==> src/rtl/core/pma_pkg.sv <==
// Shared types, register codes and coefficient constants for the pointer
// motion accelerator. No dependencies.
`default_nettype none
package pma_pkg;

    typedef enum logic [1:0] {
        MODE_POINTER = 2'd0,
        MODE_SCROLL  = 2'd1,
        MODE_CARET   = 2'd2,
        MODE_VOLUME  = 2'd3
    } mode_t;

    typedef enum logic [2:0] {
        REG_POINTER_QUAD_X   = 3'd0,
        REG_POINTER_QUAD_Y   = 3'd1,
        REG_SCROLL_QUAD_X    = 3'd2,
        REG_SCROLL_QUAD_Y    = 3'd3,
        REG_CARET_QUAD_X     = 3'd4,
        REG_CARET_QUAD_Y     = 3'd5,
        REG_LINEAR_BASE      = 3'd6,
        REG_SNAP_THRESHOLD   = 3'd7
    } reg_index_t;

    typedef struct packed {
        logic [15:0] pointer_quad_x;
        logic [15:0] pointer_quad_y;
        logic [15:0] scroll_quad_x;
        logic [15:0] scroll_quad_y;
        logic [15:0] caret_quad_x;
        logic [15:0] caret_quad_y;
        logic [15:0] linear_base;
        logic [15:0] snap_threshold;
    } coef_t;

    localparam coef_t COEF_RESET = '{
        pointer_quad_x:   16'd1280,
        pointer_quad_y:   16'd1228,
        scroll_quad_x:    16'd1280,
        scroll_quad_y:    16'd1228,
        caret_quad_x:     16'd64,
        caret_quad_y:     16'd64,
        linear_base:      16'd25,
        snap_threshold:   16'd332
    };

    // 8.8 gains: 1.3 for caret x, 1.0 for caret y and volume x, 2.0 for volume y
    localparam logic [15:0] GAIN_CARET_X  = 16'd332;
    localparam logic [15:0] GAIN_UNITY    = 16'd256;
    localparam logic [15:0] GAIN_VOLUME_Y = 16'd512;
    localparam logic [23:0] BASE_SCALE    = 24'd153;

    // per-axis operands handed to a lane
    typedef struct packed {
        logic [14:0] sq;
        logic [7:0]  mag;
        logic        pos;
        logic [15:0] quad;
        logic [15:0] lin;
    } lane_in_t;

    // per-axis partial terms, both already shifted by 8
    typedef struct packed {
        logic [22:0] qterm;
        logic [16:0] lterm;
        logic        pos;
    } lane_out_t;

    // linear gain for pointer and scroll: floor(base * 153 / 256), about base * 0.6
    function automatic logic [15:0] linear_gain(input logic [15:0] base);
        logic signed [23:0] p;
        begin
            p = $signed({{8{base[15]}}, base}) * $signed(BASE_SCALE);
            return p[23:8];
        end
    endfunction

endpackage
`default_nettype wire

==> src/rtl/core/pointer_motion_accelerator.sv <==
// Pointer motion accelerator top level: config registers, pipeline control,
// snap stage, two axis lanes and merge stage. Depends on pma_pkg.
//
// Usage:
//   Input stream s_*: one motion report per request. s_tuser carries the
//   mode (0 pointer, 1 scroll, 2 caret, 3 volume); s_tdata carries delta_x
//   and delta_y. Output stream m_*: one accelerated report per input, in
//   order, with out_x and out_y saturated to -127..127.
//   Config channel cfg_*: index 0..7 selects a coefficient register, data is
//   16-bit 8.8 fixed point. cfg_ready is always high; write only while idle.
// Timing:
//   Three register stages (snap, lane products, merge). The snap stage
//   squares and threshold-scales each magnitude, each lane holds two
//   multiplies; one report is accepted every cycle while m_tready is high.
// Reset:
//   rst_n low empties the pipeline and loads the default coefficients.
// Stall:
//   With m_tready low the output holds; upstream stages keep filling any
//   empty slot, and s_tready falls only once all stages hold a report.
`default_nettype none
module pointer_motion_accelerator
    import pma_pkg::*;
(
    input  wire logic        clk,
    input  wire logic        rst_n,
    input  wire logic        s_tvalid,
    output logic             s_tready,
    input  wire logic [15:0] s_tdata,   // [7:0] delta_x, [15:8] delta_y
    input  wire logic [1:0]  s_tuser,   // [1:0] motion_mode
    output logic             m_tvalid,
    input  wire logic        m_tready,
    output logic [15:0]      m_tdata,   // [7:0] out_x, [15:8] out_y
    input  wire logic        cfg_valid,
    output logic             cfg_ready,
    input  wire logic [2:0]  cfg_addr,
    input  wire logic [15:0] cfg_data
);

    coef_t       coef_reg;
    coef_t       coef_next;
    logic [15:0] gain_reg;
    logic [15:0] gain_next;
    logic        snap_valid_reg;
    logic        lane_valid_reg;
    logic        out_valid_reg;
    logic        en_snap;
    logic        en_lane;
    logic        en_out;
    lane_in_t    lane_in_x;
    lane_in_t    lane_in_y;
    lane_out_t   lane_out_x;
    lane_out_t   lane_out_y;

    assign cfg_ready = 1'b1;
    assign en_out    = !out_valid_reg || m_tready;
    assign en_lane   = !lane_valid_reg || en_out;
    assign en_snap   = !snap_valid_reg || en_lane;
    assign s_tready  = en_snap;
    assign m_tvalid  = out_valid_reg;

    always_comb
    begin
        coef_next = coef_reg;
        gain_next = gain_reg;
        if (cfg_valid)
        begin
            unique case (reg_index_t'(cfg_addr))
                REG_POINTER_QUAD_X:   coef_next.pointer_quad_x = cfg_data;
                REG_POINTER_QUAD_Y:   coef_next.pointer_quad_y = cfg_data;
                REG_SCROLL_QUAD_X:    coef_next.scroll_quad_x = cfg_data;
                REG_SCROLL_QUAD_Y:    coef_next.scroll_quad_y = cfg_data;
                REG_CARET_QUAD_X:     coef_next.caret_quad_x = cfg_data;
                REG_CARET_QUAD_Y:     coef_next.caret_quad_y = cfg_data;
                REG_LINEAR_BASE:
                begin
                    coef_next.linear_base = cfg_data;
                    gain_next = linear_gain(cfg_data);
                end
                REG_SNAP_THRESHOLD:   coef_next.snap_threshold = cfg_data;
                default:              coef_next = coef_reg;
            endcase
        end
    end

    always_ff @(posedge clk or negedge rst_n)
    begin
        if (!rst_n)
        begin
            coef_reg       <= COEF_RESET;
            gain_reg       <= linear_gain(COEF_RESET.linear_base);
            snap_valid_reg <= 1'b0;
            lane_valid_reg <= 1'b0;
            out_valid_reg  <= 1'b0;
        end
        else
        begin
            coef_reg <= coef_next;
            gain_reg <= gain_next;
            if (en_snap)
                snap_valid_reg <= s_tvalid;
            if (en_lane)
                lane_valid_reg <= snap_valid_reg;
            if (en_out)
                out_valid_reg <= lane_valid_reg;
        end
    end

    pma_snap u_snap (
        .clk        (clk),
        .en         (en_snap),
        .mode       (s_tuser),
        .dx         (s_tdata[7:0]),
        .dy         (s_tdata[15:8]),
        .coef       (coef_reg),
        .gain       (gain_reg),
        .lane_x_reg (lane_in_x),
        .lane_y_reg (lane_in_y)
    );

    pma_lane u_lane_x (
        .clk          (clk),
        .en           (en_lane),
        .lane_in      (lane_in_x),
        .lane_out_reg (lane_out_x)
    );

    pma_lane u_lane_y (
        .clk          (clk),
        .en           (en_lane),
        .lane_in      (lane_in_y),
        .lane_out_reg (lane_out_y)
    );

    pma_merge u_merge (
        .clk       (clk),
        .en        (en_out),
        .lane_x    (lane_out_x),
        .lane_y    (lane_out_y),
        .tdata_reg (m_tdata)
    );

endmodule
`default_nettype wire

==> src/rtl/core/pma_snap.sv <==
// Input stage: magnitudes, axis snapping per mode and coefficient selection.
// Depends on pma_pkg.
`default_nettype none
module pma_snap
    import pma_pkg::*;
(
    input  wire logic        clk,
    input  wire logic        en,
    input  wire logic [1:0]  mode,
    input  wire logic [7:0]  dx,
    input  wire logic [7:0]  dy,
    input  wire coef_t       coef,
    input  wire logic [15:0] gain,
    output lane_in_t         lane_x_reg,
    output lane_in_t         lane_y_reg
);

    logic [7:0]         ax;
    logic [7:0]         ay;
    logic [15:0]        sqx;
    logic [15:0]        sqy;
    logic signed [24:0] thr_y_p;
    logic signed [24:0] thr_x_p;
    logic signed [16:0] thr_y;
    logic signed [16:0] thr_x;
    logic               zero_x;
    logic               zero_y;
    lane_in_t           lane_x_next;
    lane_in_t           lane_y_next;

    always_comb
    begin
        ax = dx[7] ? 8'(-dx) : dx;
        ay = dy[7] ? 8'(-dy) : dy;
        sqx = {8'd0, ax} * {8'd0, ax};
        sqy = {8'd0, ay} * {8'd0, ay};
        thr_y_p = $signed({17'd0, ay}) * $signed({{9{coef.snap_threshold[15]}},
                                                  coef.snap_threshold});
        thr_x_p = $signed({17'd0, ax}) * $signed({{9{coef.snap_threshold[15]}},
                                                  coef.snap_threshold});
        thr_y = thr_y_p[24:8];
        thr_x = thr_x_p[24:8];

        zero_x = 1'b0;
        zero_y = 1'b0;
        lane_x_next.quad = 16'd0;
        lane_y_next.quad = 16'd0;
        lane_x_next.lin  = GAIN_UNITY;
        lane_y_next.lin  = GAIN_VOLUME_Y;
        unique case (mode_t'(mode))
            MODE_POINTER:
            begin
                lane_x_next.quad = coef.pointer_quad_x;
                lane_y_next.quad = coef.pointer_quad_y;
                lane_x_next.lin  = gain;
                lane_y_next.lin  = gain;
            end
            MODE_SCROLL:
            begin
                zero_y = ax > ay;
                zero_x = !(ax > ay);
                lane_x_next.quad = coef.scroll_quad_x;
                lane_y_next.quad = coef.scroll_quad_y;
                lane_x_next.lin  = gain;
                lane_y_next.lin  = gain;
            end
            MODE_CARET:
            begin
                zero_y = thr_y < $signed({9'd0, ax});
                zero_x = !zero_y && (thr_x < $signed({9'd0, ay}));
                lane_x_next.quad = coef.caret_quad_x;
                lane_y_next.quad = coef.caret_quad_y;
                lane_x_next.lin  = GAIN_CARET_X;
                lane_y_next.lin  = GAIN_UNITY;
            end
            MODE_VOLUME:
            begin
                lane_x_next.lin  = GAIN_UNITY;
                lane_y_next.lin  = GAIN_VOLUME_Y;
            end
            default:
            begin
                lane_x_next.lin  = GAIN_UNITY;
            end
        endcase

        lane_x_next.sq  = zero_x ? 15'd0 : sqx[14:0];
        lane_x_next.mag = zero_x ? 8'd0 : ax;
        lane_x_next.pos = !zero_x && !dx[7] && (dx != 8'd0);
        lane_y_next.sq  = zero_y ? 15'd0 : sqy[14:0];
        lane_y_next.mag = zero_y ? 8'd0 : ay;
        lane_y_next.pos = !zero_y && !dy[7] && (dy != 8'd0);
    end

    always_ff @(posedge clk)
    begin
        if (en)
        begin
            lane_x_reg <= lane_x_next;
            lane_y_reg <= lane_y_next;
        end
    end

endmodule
`default_nettype wire

==> src/rtl/core/pma_lane.sv <==
// One axis lane: quadratic and linear products, each shifted back to integer.
// Depends on pma_pkg.
`default_nettype none
module pma_lane
    import pma_pkg::*;
(
    input  wire logic     clk,
    input  wire logic     en,
    input  wire lane_in_t lane_in,
    output lane_out_t     lane_out_reg
);

    logic signed [30:0] quad_p;
    logic signed [24:0] lin_p;
    lane_out_t          lane_out_next;

    always_comb
    begin
        quad_p = $signed({16'd0, lane_in.sq})
               * $signed({{15{lane_in.quad[15]}}, lane_in.quad});
        lin_p  = $signed({17'd0, lane_in.mag})
               * $signed({{9{lane_in.lin[15]}}, lane_in.lin});
        lane_out_next.qterm = quad_p[30:8];
        lane_out_next.lterm = lin_p[24:8];
        lane_out_next.pos   = lane_in.pos;
    end

    always_ff @(posedge clk)
    begin
        if (en)
        begin
            lane_out_reg <= lane_out_next;
        end
    end

endmodule
`default_nettype wire

==> src/rtl/core/pma_merge.sv <==
// Output stage: sums the lane terms, applies sign, saturates, packs tdata.
// Depends on pma_pkg.
`default_nettype none
module pma_merge
    import pma_pkg::*;
(
    input  wire logic      clk,
    input  wire logic      en,
    input  wire lane_out_t lane_x,
    input  wire lane_out_t lane_y,
    output logic [15:0]    tdata_reg
);

    logic [15:0] tdata_next;

    function automatic logic [7:0] finish(input lane_out_t t);
        logic signed [23:0] acc;
        logic signed [23:0] res;
        begin
            acc = $signed({t.qterm[22], t.qterm})
                + $signed({{7{t.lterm[16]}}, t.lterm});
            res = t.pos ? acc : -acc;
            if (res > 24'sd127)
                return 8'sd127;
            else if (res < -24'sd127)
                return -8'sd127;
            else
                return res[7:0];
        end
    endfunction

    always_comb
    begin
        tdata_next = {finish(lane_y), finish(lane_x)};
    end

    always_ff @(posedge clk)
    begin
        if (en)
        begin
            tdata_reg <= tdata_next;
        end
    end

endmodule
`default_nettype wire

==> config.mk <==
export PLATFORM = sky130hd
export DESIGN_NAME = pointer_motion_accelerator
export DESIGN_NICKNAME = d
export VERILOG_FILES = /design/src/rtl/core/pma_pkg.sv /design/src/rtl/core/pointer_motion_accelerator.sv /design/src/rtl/core/pma_snap.sv /design/src/rtl/core/pma_lane.sv /design/src/rtl/core/pma_merge.sv
export SDC_FILE = /design/constraint.sdc
export NUM_CORES = 2
export LEC_CHECK = 0
export BUFFER_PORTS_ARGS = -buffer_cell sky130_fd_sc_hd__buf_2
export CAP_MARGIN = 20
export CORE_UTILIZATION = 40
export CTS_BUF_LIST = sky130_fd_sc_hd__clkbuf_4 sky130_fd_sc_hd__clkbuf_8 sky130_fd_sc_hd__clkbuf_16
export CTS_CLUSTER_DIAMETER = 200
export CTS_CLUSTER_SIZE = 20
export DETAILED_ROUTE_END_ITERATION = 16
export PLACE_DENSITY = 0.53
export SLEW_MARGIN = 15
export SYNTH_ARGS = -nofsm -noshare
export SYNTH_HDL_FRONTEND = slang
export SYNTH_SLANG_ARGS = --single-unit
==> constraint.sdc <==
create_clock -name clk -period 10 [get_ports clk]
set_clock_uncertainty 0.2 [all_clocks]
set_input_delay 2 -clock clk [delete_from_list [all_inputs] [get_ports clk]]
set_output_delay 2 -clock clk [all_outputs]
set_load 0.02 [all_outputs]
==> impl_metrics.tcl <==
set metrics [dict create \
    synth_ff_type "edfxtp_1" \
    cts_hold_buf 0 \
    drt_iter0_drc 2174 \
    seq_area_frac_synth 0.170 \
    nets 7103 \
    startpoint_type "input pin" \
    fin_setup_tns_ns 0 \
    h-tree-depth 1 \
    cp_data_arrival_time_ns 9.13 \
    port_buffers 59 \
    path_class "input pin to flop" \
    syn_avg_cell_area_um2 9.52 \
    grt_usage 0.197 \
    fin_crit_ns 9.02 \
    dpl.hpwl_mm 105 \
    worstRegToRegCells 24 \
    core_area_um2 134000 \
    reg2reg_slack_ns 2.37 \
    max_slew_margin 0.304 \
    synth_top_area_share 0.305 \
    max_stage_delay_ns 0.53 \
    rsz0062_at_grt "false" \
    antenna_left 0 \
    fill_cells 13200 \
    timing.rr.end "u_lane_y.lane_out_reg[40]" \
    synth_edf_count 195 \
    wirelength_mm 131 \
    via_per_inst 5.02 \
    post-place-cells 7370 \
    setup_violations 0 \
    fp.dieH_um 369 \
    async_flop_share 0.402 \
    yosysTopAreaCell "fa_1" \
    holdPathEnd "lane_valid_reg" \
    cp.required_ns 10.11 \
    postCtsSetupRepairBufs 0 \
    cts_tree "built" \
    area_growth_pct 5.52 \
    crit_top_cell "ha_1" \
    ctsRootBufferMaster "clkbuf_16" \
    ys_ff_latch 326 \
    drv_cap 0 \
    drcViolationCount 12 \
    run_status "finished with violations" \
    synth.area.top_cells "fa_1, ha_1, edfxtp_1" \
    clkSinkCount 326 \
    slowest_stage "fa_1" \
    tightest_slew_ns 1.04 \
    synth_common_cells "inv_1, fa_1, ha_1" \
    ios 61 \
    stdcell_count 7408 \
    path_clk_slew_ns 0.10 \
    chipWidth_um 369 \
    finalMaxSlewViolations 0 \
    synthesis.area_um2 53900 \
    numCtsBuffers 20 \
    finalHoldViolCount 0 \
    min_from "snap_valid_reg" \
    cp_max_fo 22 \
    ys_warn_count 0 \
    fmax_mhz 111 \
    antenna_found_initial 6 \
    grt_pass1_vias 38700 \
    cts_buffer_depth 3 \
    synthesis.instances 5662 \
    hold_class "flop to flop" \
    overflow 0 \
    grt_max_degree 76 \
    place.gp.congestion 0.819 \
    start_util 0.404 \
    cp-end-kind "flop" \
    grt_pass1_wl_mm 214 \
    violations "DRC" \
    drive_above_1_share 0.0598 \
    cts.repair.resized 0 \
    yosysUniqueCellTypes 100 \
    worstSkewPairLatency_ns 0.60 \
    firstDrtPassIters 13 \
    timing.final.crit_share 0.902 \
    yosys.cell_count.top_type "inv_1" \
    r2r-start "u_snap.lane_y_reg[54]" \
    post_drt_wl_per_cell_um 17.7 \
    hold_depth 1 \
    die-area_um2 136000 \
    largest_reg_flops 112 \
    std_cell_rows 134 \
    num_vias 37200 \
]
cell usage in the layout (no fill, tap or decap), types with 33 or more instances in the layout:
cell type,n
o21ai_0,96
a222oi_1,33
inv_1,1143
mux2_2,107
buf_4,46
nor2b_1,58
ha_1,612
nor2_1,244
buf_2,58
a21oi_1,131
xnor2_1,162
nand2b_1,51
dfrtp_1,108
nor3_1,66
and2_1,473
a21o_1,56
fa_1,821
nand3_1,37
edfxtp_1,195
nand2_1,564
xor2_1,63
worst max-delay path by stage:
| stage | depth (start not counted) | endpoint | from |
|---|---|---|---|
| floorplan | 34 | u_snap.lane_x_reg[53] | s_tdata[0] |
| finish | 34 | u_snap.lane_x_reg[47] | s_tdata[0] |
| global route | 32 | u_snap.lane_y_reg[35] | s_tdata[8] |
| detailed placement | 32 | u_snap.lane_y_reg[48] | s_tdata[8] |
| CTS | 32 | u_snap.lane_y_reg[46] | s_tdata[8] |
| global placement | 32 | u_snap.lane_y_reg[32] | s_tdata[8] |
metal layers:
layer | track usage | part of all wire | up-vias
met5 | 0 | 0.000076 | -
met3 | 0.0166 | 0.035 | 75
met2 | 0.334 | 0.48 | 568
met4 | 0.0247 | 0.0098 | 2
li1 | - | - | 17800
met1 | 0.281 | 0.48 | 18800
per-stage QoR:
stage | worst slack, ns | area [µm²] | util | hold slack (ns)
final | 0.977 | 56900 | 0.426 | 0.253
after global routing | 0.435 | 56900 | 0.426 | 0.280
after CTS | 1.03 | 56900 | 0.426 | 0.255
after detailed placement | 0.428 | 56200 | 0.421 | 0.250
after global placement | 0.542 | 56200 | 0.421 | 0.249
after floorplan | 0.543 | 54000 | - | 0.200
cells by family (layout without fill, tap and decap cells):
family	Yosys count	in the layout	share of synthesized area
AOI/OAI and AO/OA	563	563	0.0728
xor gates and xnor gates	231	231	0.0379
adders and majority gates	1436	1436	0.447
buffers and inverters	1343	1297	0.0940
DFF	326	326	0.170
muxes	113	113	0.0235
other	2	26	0.000139
and+or+nand+nor	1648	1648	0.154
critical path: cells and delay by family:
| family | cells | cell delay [ns] |
|---|---|---|
| adders and majority gates | 7 | 2.45 |
| AOI/OAI and AO/OA | 9 | 1.78 |
| buffers and inverters | 7 | 0.87 |
| xor gates and xnor gates | 2 | 0.40 |
| and+or+nand+nor | 9 | 1.60 |
area by class of cell:
class / instances / area [µm²] / area share
multi-input cells: 4016 / 39900 / 0.701
flip-flops and latches: 326 / 9160 / 0.161
inverters: 1154 / 4330 / 0.0761
well taps: 1768 / 2210 / 0.0389
repair buffers: 107 / 669 / 0.0118
clock buffers: 33 / 604 / 0.0106
clock inverters: 3 / 50.0 / 0.000880
diodes: 1 / 2.50 / 0.0000440
Power is not shown: default switching activity piles up to over one toggle a cycle in this logic, so the estimate is an artifact.
